## config.mk

```make
export PLATFORM = sky130hd
export DESIGN_NAME = tempo_pattern_gate_highpass
export DESIGN_NICKNAME = d
export VERILOG_FILES = /design/src/hw/rtl/tpg_pkg.sv /design/src/hw/rtl/tempo_pattern_gate_highpass.sv /design/src/hw/rtl/tpg_front.sv /design/src/hw/rtl/tpg_fifo.sv /design/src/hw/rtl/tpg_back.sv
export SDC_FILE = /design/constraint.sdc
export NUM_CORES = 2
export LEC_CHECK = 0
export BUFFER_PORTS_ARGS = -buffer_cell sky130_fd_sc_hd__buf_2
export CAP_MARGIN = 40
export CELL_PAD_IN_SITES_DETAIL_PLACEMENT = 0
export CELL_PAD_IN_SITES_GLOBAL_PLACEMENT = 1
export CORE_ASPECT_RATIO = 1.4
export CORE_UTILIZATION = 41
export DETAILED_ROUTE_END_ITERATION = 8
export GPL_TIMING_DRIVEN = 0
export PLACE_DENSITY_LB_ADDON = 0.12
export SLEW_MARGIN = 20
export SYNTH_ARGS = -nofsm -noshare
export SYNTH_HDL_FRONTEND = slang
export SYNTH_SLANG_ARGS = --single-unit
```

## constraint.sdc

```tcl
create_clock -name clk -period 16.7 [get_ports clk]
set_input_delay 0.835 -clock clk [delete_from_list [all_inputs] [get_ports clk]]
set_output_delay 0.835 -clock clk [all_outputs]
set_load 0.005 [all_outputs]
```

## src/hw/rtl/tpg_pkg.sv

```systemverilog
`default_nettype none
package tpg_pkg;

	localparam int SampleBits   = 24;
	localparam int IndexBits    = 48;
	localparam int CoefFraction = 16;
	localparam int MaxSteps     = 64;
	localparam int DivBits      = 7;
	localparam int StepBits     = 6;
	localparam int LenBits      = 40;
	localparam int LenFracBits  = 8;
	localparam int NumBits      = IndexBits + LenFracBits;
	localparam int CntBits      = 6;
	localparam int PatternBits  = 64;
	localparam int LevelBits    = 17;
	localparam int CoefBits     = 16;
	localparam int CfgIndexBits = 3;
	localparam int CfgDataBits  = 64;
	localparam int InDataBits   = 2 * SampleBits + IndexBits;
	localparam int OutDataBits  = 2 * SampleBits;

	localparam logic [LevelBits-1:0] OneLevel = LevelBits'(1 << CoefFraction);
	localparam logic [LenBits-1:0]   MinLen   = LenBits'(1 << LenFracBits);
	localparam logic [DivBits-1:0]   MaxDiv   = DivBits'(MaxSteps);

	typedef enum logic [CfgIndexBits-1:0] {
		REG_DIVISION,
		REG_STEP_LENGTH,
		REG_PATTERN,
		REG_GATE_FLOOR,
		REG_GATE_COEF,
		REG_HP_COEF,
		REG_WET,
		REG_MONO
	} cfg_reg_t;

	// settings after clamping, as the datapath uses them
	typedef struct packed {
		logic [DivBits-1:0]     division;
		logic [LenBits-1:0]     step_length;
		logic [PatternBits-1:0] pattern;
		logic [LevelBits-1:0]   gate_floor;
		logic [CoefBits-1:0]    gate_coef;
		logic [CoefBits-1:0]    hp_coef;
		logic [LevelBits-1:0]   wet;
		logic                   mono;
	} cfg_t;

	typedef struct packed {
		logic signed [SampleBits-1:0] xl;
		logic signed [SampleBits-1:0] xr;
		logic                         open;
	} item_t;

	// round to nearest, ties up: floor((v + half) / 2^CoefFraction)
	function automatic logic signed [47:0] rnd(input logic signed [47:0] v);
		logic signed [47:0] h;
		h = 48'sd1 <<< (CoefFraction - 1);
		return (v + h) >>> CoefFraction;
	endfunction

	function automatic logic signed [SampleBits-1:0] sat(input logic signed [47:0] v);
		logic signed [47:0] hi;
		logic signed [47:0] lo;
		hi = (48'sd1 <<< (SampleBits - 1)) - 48'sd1;
		lo = -(48'sd1 <<< (SampleBits - 1));
		if (v > hi) begin
			return hi[SampleBits-1:0];
		end else if (v < lo) begin
			return lo[SampleBits-1:0];
		end
		return v[SampleBits-1:0];
	endfunction

endpackage
`default_nettype wire

```

## src/hw/rtl/tempo_pattern_gate_highpass.sv

```systemverilog
// Stereo tempo-synced pattern gate with a high-pass and wet/dry mix.
// Frames enter on s_* and leave on m_*, one result per frame, in order. The
// front end finds the pattern step with a bit-serial divider, one quotient
// bit per cycle, and takes no new frame until that step is pushed on; the
// back end runs the gate smoother, both high-passes and the mix on one
// shared multiplier and takes no new frame until its result is loaded. A
// two-entry queue sits between them and the output beat is registered. The
// user must write registers through cfg_we/cfg_index/cfg_data only while no
// frame is in flight; the block itself does not enforce this.
`default_nettype none
module tempo_pattern_gate_highpass (
	input  wire logic                                  clk,
	input  wire logic                                  arst_n,
	input  wire logic                                  cfg_we,
	input  wire logic [tpg_pkg::CfgIndexBits-1:0]      cfg_index,
	input  wire logic [tpg_pkg::CfgDataBits-1:0]       cfg_data,
	input  wire logic                                  s_tvalid,
	output logic                                       s_tready,
	// sample_left[23:0], sample_right[47:24], sample_index[95:48]
	input  wire logic [tpg_pkg::InDataBits-1:0]        s_tdata,
	output logic                                       m_tvalid,
	input  wire logic                                  m_tready,
	// out_left[23:0], out_right[47:24]
	output logic [tpg_pkg::OutDataBits-1:0]            m_tdata
);

	logic [tpg_pkg::DivBits-1:0]     division_q;
	logic [tpg_pkg::LenBits-1:0]     step_length_q;
	logic [tpg_pkg::PatternBits-1:0] pattern_q;
	logic [tpg_pkg::LevelBits-1:0]   gate_floor_q;
	logic [tpg_pkg::CoefBits-1:0]    gate_coef_q;
	logic [tpg_pkg::CoefBits-1:0]    hp_coef_q;
	logic [tpg_pkg::LevelBits-1:0]   wet_q;
	logic                            mono_q;

	tpg_pkg::cfg_t  cfg;
	logic           q_in_valid;
	logic           q_in_ready;
	tpg_pkg::item_t q_in_item;
	logic           q_out_valid;
	logic           q_out_ready;
	tpg_pkg::item_t q_out_item;

	always_ff @(posedge clk or negedge arst_n) begin
		if (!arst_n) begin
			division_q    <= tpg_pkg::DivBits'(16);
			step_length_q <= tpg_pkg::LenBits'(705600);
			pattern_q     <= '1;
			gate_floor_q  <= tpg_pkg::OneLevel;
			gate_coef_q   <= tpg_pkg::CoefBits'(650);
			hp_coef_q     <= tpg_pkg::CoefBits'(65303);
			wet_q         <= tpg_pkg::OneLevel;
			mono_q        <= 1'b0;
		end else if (cfg_we) begin
			unique case (tpg_pkg::cfg_reg_t'(cfg_index))
				tpg_pkg::REG_DIVISION:    division_q    <= cfg_data[tpg_pkg::DivBits-1:0];
				tpg_pkg::REG_STEP_LENGTH: step_length_q <= cfg_data[tpg_pkg::LenBits-1:0];
				tpg_pkg::REG_PATTERN:     pattern_q     <= cfg_data;
				tpg_pkg::REG_GATE_FLOOR:  gate_floor_q  <= cfg_data[tpg_pkg::LevelBits-1:0];
				tpg_pkg::REG_GATE_COEF:   gate_coef_q   <= cfg_data[tpg_pkg::CoefBits-1:0];
				tpg_pkg::REG_HP_COEF:     hp_coef_q     <= cfg_data[tpg_pkg::CoefBits-1:0];
				tpg_pkg::REG_WET:         wet_q         <= cfg_data[tpg_pkg::LevelBits-1:0];
				tpg_pkg::REG_MONO:        mono_q        <= cfg_data[0];
				default: ;
			endcase
		end
	end

	// clamp settings to their usable ranges
	always_comb begin
		if (division_q == '0) begin
			cfg.division = tpg_pkg::DivBits'(1);
		end else if (division_q > tpg_pkg::MaxDiv) begin
			cfg.division = tpg_pkg::MaxDiv;
		end else begin
			cfg.division = division_q;
		end
		cfg.step_length = (step_length_q < tpg_pkg::MinLen) ? tpg_pkg::MinLen : step_length_q;
		cfg.pattern     = pattern_q;
		cfg.gate_floor  = (gate_floor_q > tpg_pkg::OneLevel) ? tpg_pkg::OneLevel : gate_floor_q;
		cfg.gate_coef   = gate_coef_q;
		cfg.hp_coef     = hp_coef_q;
		cfg.wet         = (wet_q > tpg_pkg::OneLevel) ? tpg_pkg::OneLevel : wet_q;
		cfg.mono        = mono_q;
	end

	tpg_front u_front (
		.clk      (clk),
		.arst_n   (arst_n),
		.cfg      (cfg),
		.s_tvalid (s_tvalid),
		.s_tready (s_tready),
		.s_tdata  (s_tdata),
		.q_valid  (q_in_valid),
		.q_ready  (q_in_ready),
		.q_item   (q_in_item)
	);

	tpg_fifo u_fifo (
		.clk       (clk),
		.arst_n    (arst_n),
		.in_valid  (q_in_valid),
		.in_ready  (q_in_ready),
		.in_item   (q_in_item),
		.out_valid (q_out_valid),
		.out_ready (q_out_ready),
		.out_item  (q_out_item)
	);

	tpg_back u_back (
		.clk      (clk),
		.arst_n   (arst_n),
		.cfg      (cfg),
		.q_valid  (q_out_valid),
		.q_ready  (q_out_ready),
		.q_item   (q_out_item),
		.m_tvalid (m_tvalid),
		.m_tready (m_tready),
		.m_tdata  (m_tdata)
	);

endmodule
`default_nettype wire

```

## src/hw/rtl/tpg_front.sv

```systemverilog
`default_nettype none
module tpg_front (
	input  wire logic                               clk,
	input  wire logic                               arst_n,
	input  wire tpg_pkg::cfg_t                      cfg,
	input  wire logic                               s_tvalid,
	output logic                                    s_tready,
	input  wire logic [tpg_pkg::InDataBits-1:0]     s_tdata,
	output logic                                    q_valid,
	input  wire logic                               q_ready,
	output tpg_pkg::item_t                          q_item
);

	typedef enum logic [1:0] {F_IDLE, F_DIV, F_PUSH} fstate_t;

	fstate_t                          state_q;
	logic [tpg_pkg::CntBits-1:0]      cnt_q;
	logic [tpg_pkg::NumBits-1:0]      num_q;
	logic [tpg_pkg::LenBits-1:0]      rem_q;
	logic [tpg_pkg::StepBits-1:0]     mod_q;
	tpg_pkg::item_t                   item_q;

	logic [tpg_pkg::LenBits:0]        trial;
	logic                             qbit;
	logic [tpg_pkg::LenBits:0]        rem_next;
	logic [tpg_pkg::StepBits:0]       mod_trial;
	logic [tpg_pkg::StepBits:0]       mod_next;
	logic signed [tpg_pkg::SampleBits-1:0] in_l;
	logic signed [tpg_pkg::SampleBits-1:0] in_r;

	// restoring divide, one quotient bit per beat; the quotient is reduced
	// modulo division as its bits come out, MSB first
	always_comb begin
		trial     = {rem_q, num_q[tpg_pkg::NumBits-1]};
		qbit      = trial >= {1'b0, cfg.step_length};
		rem_next  = qbit ? trial - {1'b0, cfg.step_length} : trial;
		mod_trial = {mod_q, qbit};
		mod_next  = (mod_trial >= cfg.division) ? mod_trial - cfg.division : mod_trial;
	end

	assign in_l = s_tdata[tpg_pkg::SampleBits-1:0];
	assign in_r = s_tdata[2*tpg_pkg::SampleBits-1:tpg_pkg::SampleBits];

	assign s_tready = (state_q == F_IDLE);
	assign q_valid  = (state_q == F_PUSH);
	assign q_item   = item_q;

	always_ff @(posedge clk or negedge arst_n) begin
		if (!arst_n) begin
			state_q <= F_IDLE;
			cnt_q   <= '0;
		end else begin
			unique case (state_q)
				F_IDLE: begin
					if (s_tvalid) begin
						state_q     <= F_DIV;
						cnt_q       <= '0;
						num_q       <= {s_tdata[tpg_pkg::InDataBits-1:2*tpg_pkg::SampleBits],
							{tpg_pkg::LenFracBits{1'b0}}};
						rem_q       <= '0;
						mod_q       <= '0;
						item_q.xl   <= in_l;
						item_q.xr   <= cfg.mono ? in_l : in_r;
						item_q.open <= 1'b0;
					end
				end
				F_DIV: begin
					rem_q <= rem_next[tpg_pkg::LenBits-1:0];
					mod_q <= mod_next[tpg_pkg::StepBits-1:0];
					num_q <= {num_q[tpg_pkg::NumBits-2:0], 1'b0};
					cnt_q <= cnt_q + 1'b1;
					if (cnt_q == tpg_pkg::CntBits'(tpg_pkg::NumBits - 1)) begin
						item_q.open <= cfg.pattern[mod_next[tpg_pkg::StepBits-1:0]];
						state_q     <= F_PUSH;
					end
				end
				F_PUSH: begin
					if (q_ready) begin
						state_q <= F_IDLE;
					end
				end
				default: state_q <= F_IDLE;
			endcase
		end
	end

endmodule
`default_nettype wire

```

## src/hw/rtl/tpg_fifo.sv

```systemverilog
`default_nettype none
module tpg_fifo (
	input  wire logic           clk,
	input  wire logic           arst_n,
	input  wire logic           in_valid,
	output logic                in_ready,
	input  wire tpg_pkg::item_t in_item,
	output logic                out_valid,
	input  wire logic           out_ready,
	output tpg_pkg::item_t      out_item
);

	tpg_pkg::item_t mem_q [2];
	logic           wr_ptr_q;
	logic           rd_ptr_q;
	logic [1:0]     count_q;
	logic           push;
	logic           pop;

	assign in_ready  = (count_q != 2'd2);
	assign out_valid = (count_q != 2'd0);
	assign out_item  = mem_q[rd_ptr_q];
	assign push      = in_valid && in_ready;
	assign pop       = out_valid && out_ready;

	always_ff @(posedge clk) begin
		if (push) begin
			mem_q[wr_ptr_q] <= in_item;
		end
	end

	always_ff @(posedge clk or negedge arst_n) begin
		if (!arst_n) begin
			wr_ptr_q <= 1'b0;
			rd_ptr_q <= 1'b0;
			count_q  <= '0;
		end else begin
			if (push) begin
				wr_ptr_q <= ~wr_ptr_q;
			end
			if (pop) begin
				rd_ptr_q <= ~rd_ptr_q;
			end
			if (push && !pop) begin
				count_q <= count_q + 1'b1;
			end else if (pop && !push) begin
				count_q <= count_q - 1'b1;
			end
		end
	end

endmodule
`default_nettype wire

```

## src/hw/rtl/tpg_back.sv

```systemverilog
`default_nettype none
module tpg_back (
	input  wire logic                             clk,
	input  wire logic                             arst_n,
	input  wire tpg_pkg::cfg_t                    cfg,
	input  wire logic                             q_valid,
	output logic                                  q_ready,
	input  wire tpg_pkg::item_t                   q_item,
	output logic                                  m_tvalid,
	input  wire logic                             m_tready,
	output logic [tpg_pkg::OutDataBits-1:0]       m_tdata
);

	localparam int SB = tpg_pkg::SampleBits;

	typedef enum logic [3:0] {
		B_IDLE, B_GMUL, B_GUPD, B_HMUL, B_HUPD, B_YMUL, B_YUPD,
		B_XMUL, B_XUPD, B_WMUL, B_WUPD, B_OUT
	} bstate_t;

	bstate_t                      state_q;
	logic                         ch_q;
	tpg_pkg::item_t               item_q;
	logic [tpg_pkg::LevelBits-1:0] gate_q;
	logic signed [SB-1:0]         in_l_q;
	logic signed [SB-1:0]         in_r_q;
	logic signed [SB-1:0]         hp_l_q;
	logic signed [SB-1:0]         hp_r_q;
	logic signed [26:0]           hg_q;
	logic signed [45:0]           acc_q;
	logic signed [45:0]           prod_q;
	logic signed [SB-1:0]         res_l_q;
	logic signed [SB-1:0]         res_r_q;
	logic                         m_tvalid_q;
	logic [tpg_pkg::OutDataBits-1:0] m_tdata_q;

	logic signed [SB-1:0]         x_sel;
	logic signed [SB-1:0]         in_sel;
	logic signed [SB-1:0]         hp_sel;
	logic [tpg_pkg::LevelBits-1:0] target;
	logic [tpg_pkg::LevelBits-1:0] dry;
	logic signed [17:0]           g_diff;
	logic signed [25:0]           hp_sum;
	logic signed [26:0]           mul_a;
	logic signed [18:0]           mul_b;
	logic signed [47:0]           r_prod;
	logic signed [47:0]           r_acc;
	logic signed [17:0]           g_new;
	logic signed [SB-1:0]         y_new;
	logic signed [SB-1:0]         res;

	assign x_sel  = ch_q ? item_q.xr : item_q.xl;
	assign in_sel = ch_q ? in_r_q : in_l_q;
	assign hp_sel = ch_q ? hp_r_q : hp_l_q;
	assign target = item_q.open ? tpg_pkg::OneLevel : cfg.gate_floor;
	assign dry    = tpg_pkg::OneLevel - cfg.wet;
	assign g_diff = $signed({1'b0, target}) - $signed({1'b0, gate_q});
	assign hp_sum = 26'(hp_sel) + 26'(x_sel) - 26'(in_sel);

	// one shared multiplier, operands picked by the sequencer
	always_comb begin
		unique case (state_q)
			B_GMUL: begin
				mul_a = 27'(g_diff);
				mul_b = $signed({3'b0, cfg.gate_coef});
			end
			B_HMUL: begin
				mul_a = 27'(hp_sum);
				mul_b = $signed({3'b0, cfg.hp_coef});
			end
			B_YMUL: begin
				mul_a = 27'(hp_sel);
				mul_b = $signed({2'b0, gate_q});
			end
			B_XMUL: begin
				mul_a = 27'(x_sel);
				mul_b = $signed({2'b0, dry});
			end
			B_WMUL: begin
				mul_a = hg_q;
				mul_b = $signed({2'b0, cfg.wet});
			end
			default: begin
				mul_a = '0;
				mul_b = '0;
			end
		endcase
	end

	assign r_prod = tpg_pkg::rnd(48'(prod_q));
	assign r_acc  = tpg_pkg::rnd(48'(acc_q) + 48'(prod_q));
	assign g_new  = $signed({1'b0, gate_q}) + $signed(r_prod[17:0]);
	assign y_new  = tpg_pkg::sat(r_prod);
	assign res    = tpg_pkg::sat(r_acc);

	assign q_ready  = (state_q == B_IDLE);
	assign m_tvalid = m_tvalid_q;
	assign m_tdata  = m_tdata_q;

	always_ff @(posedge clk) begin
		prod_q <= mul_a * mul_b;
	end

	always_ff @(posedge clk or negedge arst_n) begin
		if (!arst_n) begin
			state_q    <= B_IDLE;
			ch_q       <= 1'b0;
			gate_q     <= tpg_pkg::OneLevel;
			in_l_q     <= '0;
			in_r_q     <= '0;
			hp_l_q     <= '0;
			hp_r_q     <= '0;
			m_tvalid_q <= 1'b0;
		end else begin
			// B_OUT handles the beat itself when it loads the next one
			if (m_tvalid_q && m_tready && (state_q != B_OUT)) begin
				m_tvalid_q <= 1'b0;
			end
			unique case (state_q)
				B_IDLE: begin
					if (q_valid) begin
						item_q  <= q_item;
						ch_q    <= 1'b0;
						state_q <= B_GMUL;
					end
				end
				B_GMUL: state_q <= B_GUPD;
				B_GUPD: begin
					gate_q  <= g_new[tpg_pkg::LevelBits-1:0];
					state_q <= B_HMUL;
				end
				B_HMUL: state_q <= B_HUPD;
				B_HUPD: begin
					if (ch_q) begin
						hp_r_q <= y_new;
						in_r_q <= x_sel;
					end else begin
						hp_l_q <= y_new;
						in_l_q <= x_sel;
					end
					state_q <= B_YMUL;
				end
				B_YMUL: state_q <= B_YUPD;
				B_YUPD: begin
					hg_q    <= r_prod[26:0];
					state_q <= B_XMUL;
				end
				B_XMUL: state_q <= B_XUPD;
				B_XUPD: begin
					acc_q   <= prod_q;
					state_q <= B_WMUL;
				end
				B_WMUL: state_q <= B_WUPD;
				B_WUPD: begin
					if (ch_q) begin
						res_r_q <= res;
						state_q <= B_OUT;
					end else begin
						res_l_q <= res;
						ch_q    <= 1'b1;
						state_q <= B_HMUL;
					end
				end
				B_OUT: begin
					if (!m_tvalid_q || m_tready) begin
						m_tdata_q  <= {res_r_q, res_l_q};
						m_tvalid_q <= 1'b1;
						state_q    <= B_IDLE;
					end
				end
				default: state_q <= B_IDLE;
			endcase
		end
	end

endmodule
`default_nettype wire

```

After elaboration in Yosys (flattened, before gate mapping) --
Memories as Yosys holds them, arrays and structs flattened. A register that Yosys moved wholly into a read port is not among the register bits. Index checks and enable logic that the tools add are counted.
Word-level totals: flip-flop bits (word level) 673, RAM bits 98, input port bits 168, output and inout port bits 50, logic and storage cells 184, memories kept 1
Cells by class: add/sub/neg operators 13, $mul 1, order comparisons 11, equality and inequality tests 28, muxes and demuxes 53, bitwise operators 3, reductions and logical operators 41
Memories:
- u_fifo.mem_q | words 2, bits a word 49, read ports 1, clocked after memory_dff 1, write ports 1, RTL line tpg_fifo.sv:13 | tpg_pkg::item_t mem_q [2];
Operators by type and width (count):
- $mux 24 | 10
- $pmux 27 s5 | 1
- $mux 40 | 3
- $pmux 56 s2 | 1
- $pmux 17 s5 | 1
- $pmux 40 s2 | 1
- $mux 56 | 1
- $mux 17 | 3
- $add 47x17->48 const B | 1
- $pmux 4 s12 | 1
- $add 45x17->46 const B | 1
- $add 45x45->46 | 1
- $mul 27x18->45 | 1
- $ge 41x40->1 | 1
- $lt 40x9->1 const B | 1
- $sub 40x40->40 | 1
- $gt 17x17->1 const B | 2
- $gt 32x24->1 const B | 1
- $lt 32x24->1 const B | 1
- $gt 30x24->1 const B | 1
- $lt 30x24->1 const B | 1
- $reduce_and 2->1 | 15
- $sub 25x24->26 | 1
- $add 24x24->25 | 1
- other kinds (43) | 98

Depth between registers and ports, before layout --
word-level depth 9, gate-level depth with buffers 47, gate-level depth less buffers 42

By module --
A second synthesis with hierarchy kept.
Second synthesis, totals: cells, all modules 5535, area, all modules 58506.1 um2
Modules (own cells, without submodules):
- tpg_back | instances 1, cells each 3926, area each 37493.5 um2, seq. area each 10396.2 um2
- tpg_front | instances 1, cells each 946, area each 9281.4 um2, seq. area each 4494.3 um2
- tempo_pattern_gate_highpass | instances 1, cells each 492, area each 7747.4 um2, seq. area each 4565.6 um2
- tpg_fifo | instances 1, cells each 171, area each 3983.8 um2, seq. area each 3042.9 um2

Worst setup path after synthesis --
Ideal clock, no wire load.
kind reg-to-reg, from register u_back.ch_q, to register u_back.prod_q[44] (netlist name), setup time 72 ps, data arrival time 11723 ps, required time 16628 ps, slack 4905 ps, stages on the path, launching flop included 46, cells stage by stage dfrtp_1 > clkbuf_1 > buf_1 > buf_1 > buf_1 > clkbuf_1 > mux2_2 > fa_1 > inv_1 > ha_1 > a21o_1 > a21oi_1 > o21bai_1 > a21o_1 > a21oi_1 > o41ai_1 > a41oi_1 > nor2_1 > [... 10 more ...] > inv_1 > fa_1 > fa_1 > fa_1 > inv_1 > fa_1 > inv_1 > ha_1 > a21oi_1 > o21ai_0 > a21o_1 > a21oi_1 > nor2b_1 > a211oi_1 > o21ai_0 > a21o_1 > a21oi_1 > xnor2_1
On the way: longest elaborated chain between the ends 5
Ends and longest elaborated chain:
- from (decl) | RTL line tpg_back.sv:22 | logic ch_q;
- from (signal assigned) | RTL line tpg_back.sv:107 | ch_q <= 1'b0;
- from (signal assigned) | RTL line tpg_back.sv:123 | ch_q <= 1'b0;
- from (signal assigned) | RTL line tpg_back.sv:160 | ch_q <= 1'b1;
- $mux 24 (on tied branches) | RTL line tpg_back.sv:54, tpg_back.sv:52
- $add 24x24->25 | RTL line tpg_back.sv:58 | assign hp_sum = 26'(hp_sel) + 26'(x_sel) - 26'(in_sel);
- $sub 25x24->26 | RTL line tpg_back.sv:58
- $pmux 27 s5 * | RTL line tpg_back.sv:62 | unique case (state_q)
- $mul 27x18->45 * | RTL line tpg_back.sv:101 | prod_q <= mul_a * mul_b;
Every way passes the cells marked *; elsewhere a longest branch is shown, timed or not. A chain may end at the register's enable or synchronous reset.

Worst setup path in the final report --
from register u_back.ch_q, to register u_back.prod_q[44] (netlist name)
On the way: longest elaborated chain between the ends 5
Ends and longest elaborated chain (RTL line):
- $mux 24 (on tied branches) | tpg_back.sv:54, tpg_back.sv:52
- $add 24x24->25 | tpg_back.sv:58
- $sub 25x24->26 | tpg_back.sv:58
- $pmux 27 s5 * | tpg_back.sv:62
- $mul 27x18->45 * | tpg_back.sv:101
Marks and branches as above.

==> results_dict.tcl <==
set metrics [dict create \
    status "complete, no violations" \
    cts_resized 0 \
    dieHeight_um 446 \
    crit_top_cell "fa_1" \
    min_path_type "in -> reg" \
    cap_violations 0 \
    cts_sinks 812 \
    synth-seq-area-share 0.389 \
    antenna_found_initial 11 \
    syn2layout_area_growth_pct 13.2 \
    vias_per_cell 5.37 \
    syn_area_um2 57800 \
    cp.arrival_ns 15.33 \
    worstPathRequired_ns 17.31 \
    grt_first_pass_wirelength_um 271000 \
    initialDrtViolationCount 2583 \
    drive_gt1_frac 0.166 \
    clock.fmax_mhz 67.9 \
    num_vias 41729 \
    first_global_vias 43637 \
    critical_path_depth 47 \
    cts-root-buf "clkbuf_16" \
    startpoint_type "register" \
    post-place-ws_ns 2.11 \
    synth-edff-count 458 \
    grt_util_all_layers 0.255 \
    crit_path_max_fanout 10 \
    slowest_delay_ns 0.80 \
    overflow 0 \
    met1_length_um 69000 \
    crit_type "reg -> reg" \
    ff2ff_setup_slack_ns 1.98 \
    max-slew-margin-rel 0.344 \
    path_clk_slew_ns 0.06 \
    dp_hpwl_um 146000 \
    design.die.area_um2 142000 \
    htree_levels 3 \
    slew_viol_final 0 \
    cp.buffers_inverters 14 \
    drt_wl_total_um 181000 \
    clock_skew_ns 0.0509 \
    numPortBuffers 214 \
    clockBufferDepth 3 \
    route.met2.wl_um 94400 \
    tightestPinTransition_ns 0.984 \
    fin_crit_sh 0.881 \
    synth_cell_types 119 \
    io_pins 218 \
    routabilityCongestion 0.957 \
    worst_path_max_delay_cell "o41ai_1" \
    cts_made_buffers 85 \
    cp_top_family "compound AO/OA/AOI/OAI gates" \
    finalHoldViolCount 0 \
    ys_ff_latch 812 \
    syn_inst 5485 \
    cts_tree "done" \
    rsz0062_at_grt "no" \
    reg2regPathDepth 47 \
    fill_cells 13216 \
    met3_length_um 6560 \
    core_um2 139000 \
    nets 6796 \
    fp.dieW_um 319 \
    clock_latency_ns 0.72 \
    setup_viol 0 \
    setup_ws_ns 1.98 \
    reg2reg_from "u_back.ch_q" \
    placementRows 162 \
    ys_async_sr_fraction 0.381 \
    synth_area_per_cell_um2 10.5 \
    end_kind "register" \
    crit_path_start "u_back.ch_q" \
    synth_nets 6392 \
    cp-endpoint "u_back.prod_q[44]" \
    timing.rr.end "u_back.prod_q[44]" \
    yosys_warnings 0 \
    dr.pass1.iters 7 \
    start_util 0.414 \
    drc 0 \
    synth_ff_type "edfxtp_1" \
    ant_nets 0 \
    highest_layer "met5" \
    min_period_ns 14.72 \
    wl_per_cell_um 23.3 \
    grt_start_max_net_pins 100 \
]
## worst min-delay path by stage
stage                       startpoint                  to  slack, ns  depth (start not counted)
floorplan            u_back.res_l_q[0]   u_back.m_tdata[0]       0.40                          0
global placement    u_back.res_l_q[17]  u_back.m_tdata[17]       0.40                          0
detailed placement  u_back.res_r_q[20]  u_back.m_tdata[44]       0.40                          0
CTS                         s_tdata[9]  u_front.q_item[34]       0.25                          1
global route               s_tdata[10]  u_front.q_item[35]       0.28                          1
finish                      s_tdata[9]  u_front.q_item[34]       0.31                          1
## Yosys cell counts, types with 13 or more instances
library cell | n | share of area
nor2b_1 | 48 | 0.0052
or3_1 | 14 | 0.0015
ha_1 | 265 | 0.057
a211oi_1 | 34 | 0.0044
nor3_1 | 42 | 0.0036
o21a_1 | 30 | 0.0039
buf_1 | 15 | 0.00097
a21o_1 | 85 | 0.011
inv_1 | 711 | 0.046
o21bai_1 | 33 | 0.0043
or2_2 | 29 | 0.0031
dfxtp_1 | 45 | 0.016
o22ai_1 | 21 | 0.0023
xor2_1 | 82 | 0.012
o211ai_1 | 14 | 0.0018
o21ai_2 | 20 | 0.0030
nand3_1 | 78 | 0.0068
o21ai_0 | 191 | 0.017
nand4_1 | 35 | 0.0038
edfxtp_1 | 458 | 0.24
o221ai_1 | 13 | 0.0020
a21oi_1 | 266 | 0.023
mux2i_1 | 83 | 0.014
and3_1 | 32 | 0.0035
nand2_1 | 532 | 0.035
fa_1 | 474 | 0.16
mux2_2 | 286 | 0.056
a221oi_1 | 16 | 0.0024
xnor2_1 | 117 | 0.018
nor4_1 | 25 | 0.0027
dfrtp_1 | 219 | 0.095
nand2b_1 | 68 | 0.0074
and2_1 | 35 | 0.0038
clkbuf_1 | 184 | 0.012
dfstp_2 | 90 | 0.041
a31oi_1 | 19 | 0.0021
nor2_1 | 506 | 0.033
## through the flow
stage	setup TNS [ns]	instances	cell area [um^2]	util	hold WS, ns
4_1_cts	0	7758	65300	0.469	0.251
2_1_floorplan	0	5485	57800	-	0.400
5_1_grt	0	7766	65400	0.469	0.279
6_report	0	7766	65400	0.469	0.305
3_3_place_gp	-0.0948	7503	61100	0.438	0.400
3_5_place_dp	0	7598	62500	0.448	0.405
## cell type report
type	count	area, um^2	area share
clock inverter	47	548	0.00838
antenna	1	2.50	0.0000383
timing repair buffer	317	2250	0.0343
buffer	222	1010	0.0154
sequential	812	22500	0.344
clock buffer	112	2330	0.0356
tap	1804	2260	0.0345
multi-input combinational	3740	31900	0.487
inverter	711	2670	0.0408
## cells by family (layout without fill, tap and decap cells)
logic type,after synthesis,after routing,share of synthesized area
and+or+nand+nor,1521,1521,0.121
buffers and inverters,933,1409,0.0636
AOI/OAI and AO/OA,911,911,0.104
DFF,812,812,0.389
adders and majority gates,739,739,0.222
muxes,369,369,0.0701
xor gates and xnor gates,200,200,0.0304
other,0,1,0
## metal layers
layer / global-route usage / vias up
met3: 0.0292 / 352
li1: - / 19318
met4: 0.140 / 10
met5: 0 / -
met1: 0.285 / 21067
met2: 0.470 / 982
## cells in the final DEF (no fill, tap or decap), types with 68 or more instances in the layout
master / netlist / routed
nor2_1: 506 / 504
dfrtp_1: 219 / 219
xnor2_1: 117 / 117
nand3_1: 78 / 78
ha_1: 265 / 265
a21o_1: 85 / 85
nand2b_1: 68 / 68
mux2i_1: 83 / 83
inv_1: 711 / 711
edfxtp_1: 458 / 458
a21oi_1: 266 / 263
nand2_1: 532 / 532
mux2_2: 286 / 286
clkbuf_16: 0 / 87
xor2_1: 82 / 82
buf_2: 4 / 223
dfstp_2: 90 / 90
o21ai_0: 191 / 190
clkbuf_1: 184 / 202
fa_1: 474 / 474
## registers in the layout, summed over array words and instances (netlist names), 27 cells and up
| signal | flops |
|---|---|
| u_front.rem_q | 40 |
| u_front.q_item | 49 |
| u_back.acc_q | 45 |
| u_back.prod_q | 45 |
| u_back.item_q | 49 |
| step_length_q | 40 |
| u_back.hg_q | 27 |
| u_back.m_tdata | 48 |
| u_fifo.mem_q | 98 |
| pattern_q | 64 |
| u_front.num_q | 48 |
## repair_timing
item | CTS | global route
buffers inserted | 0 | 0
hold endpoints to repair | 34 | 0
hold buffers | 1 | 0
Power is not shown: default switching activity piles up to over one toggle a cycle in this logic, so the estimate is an artifact.
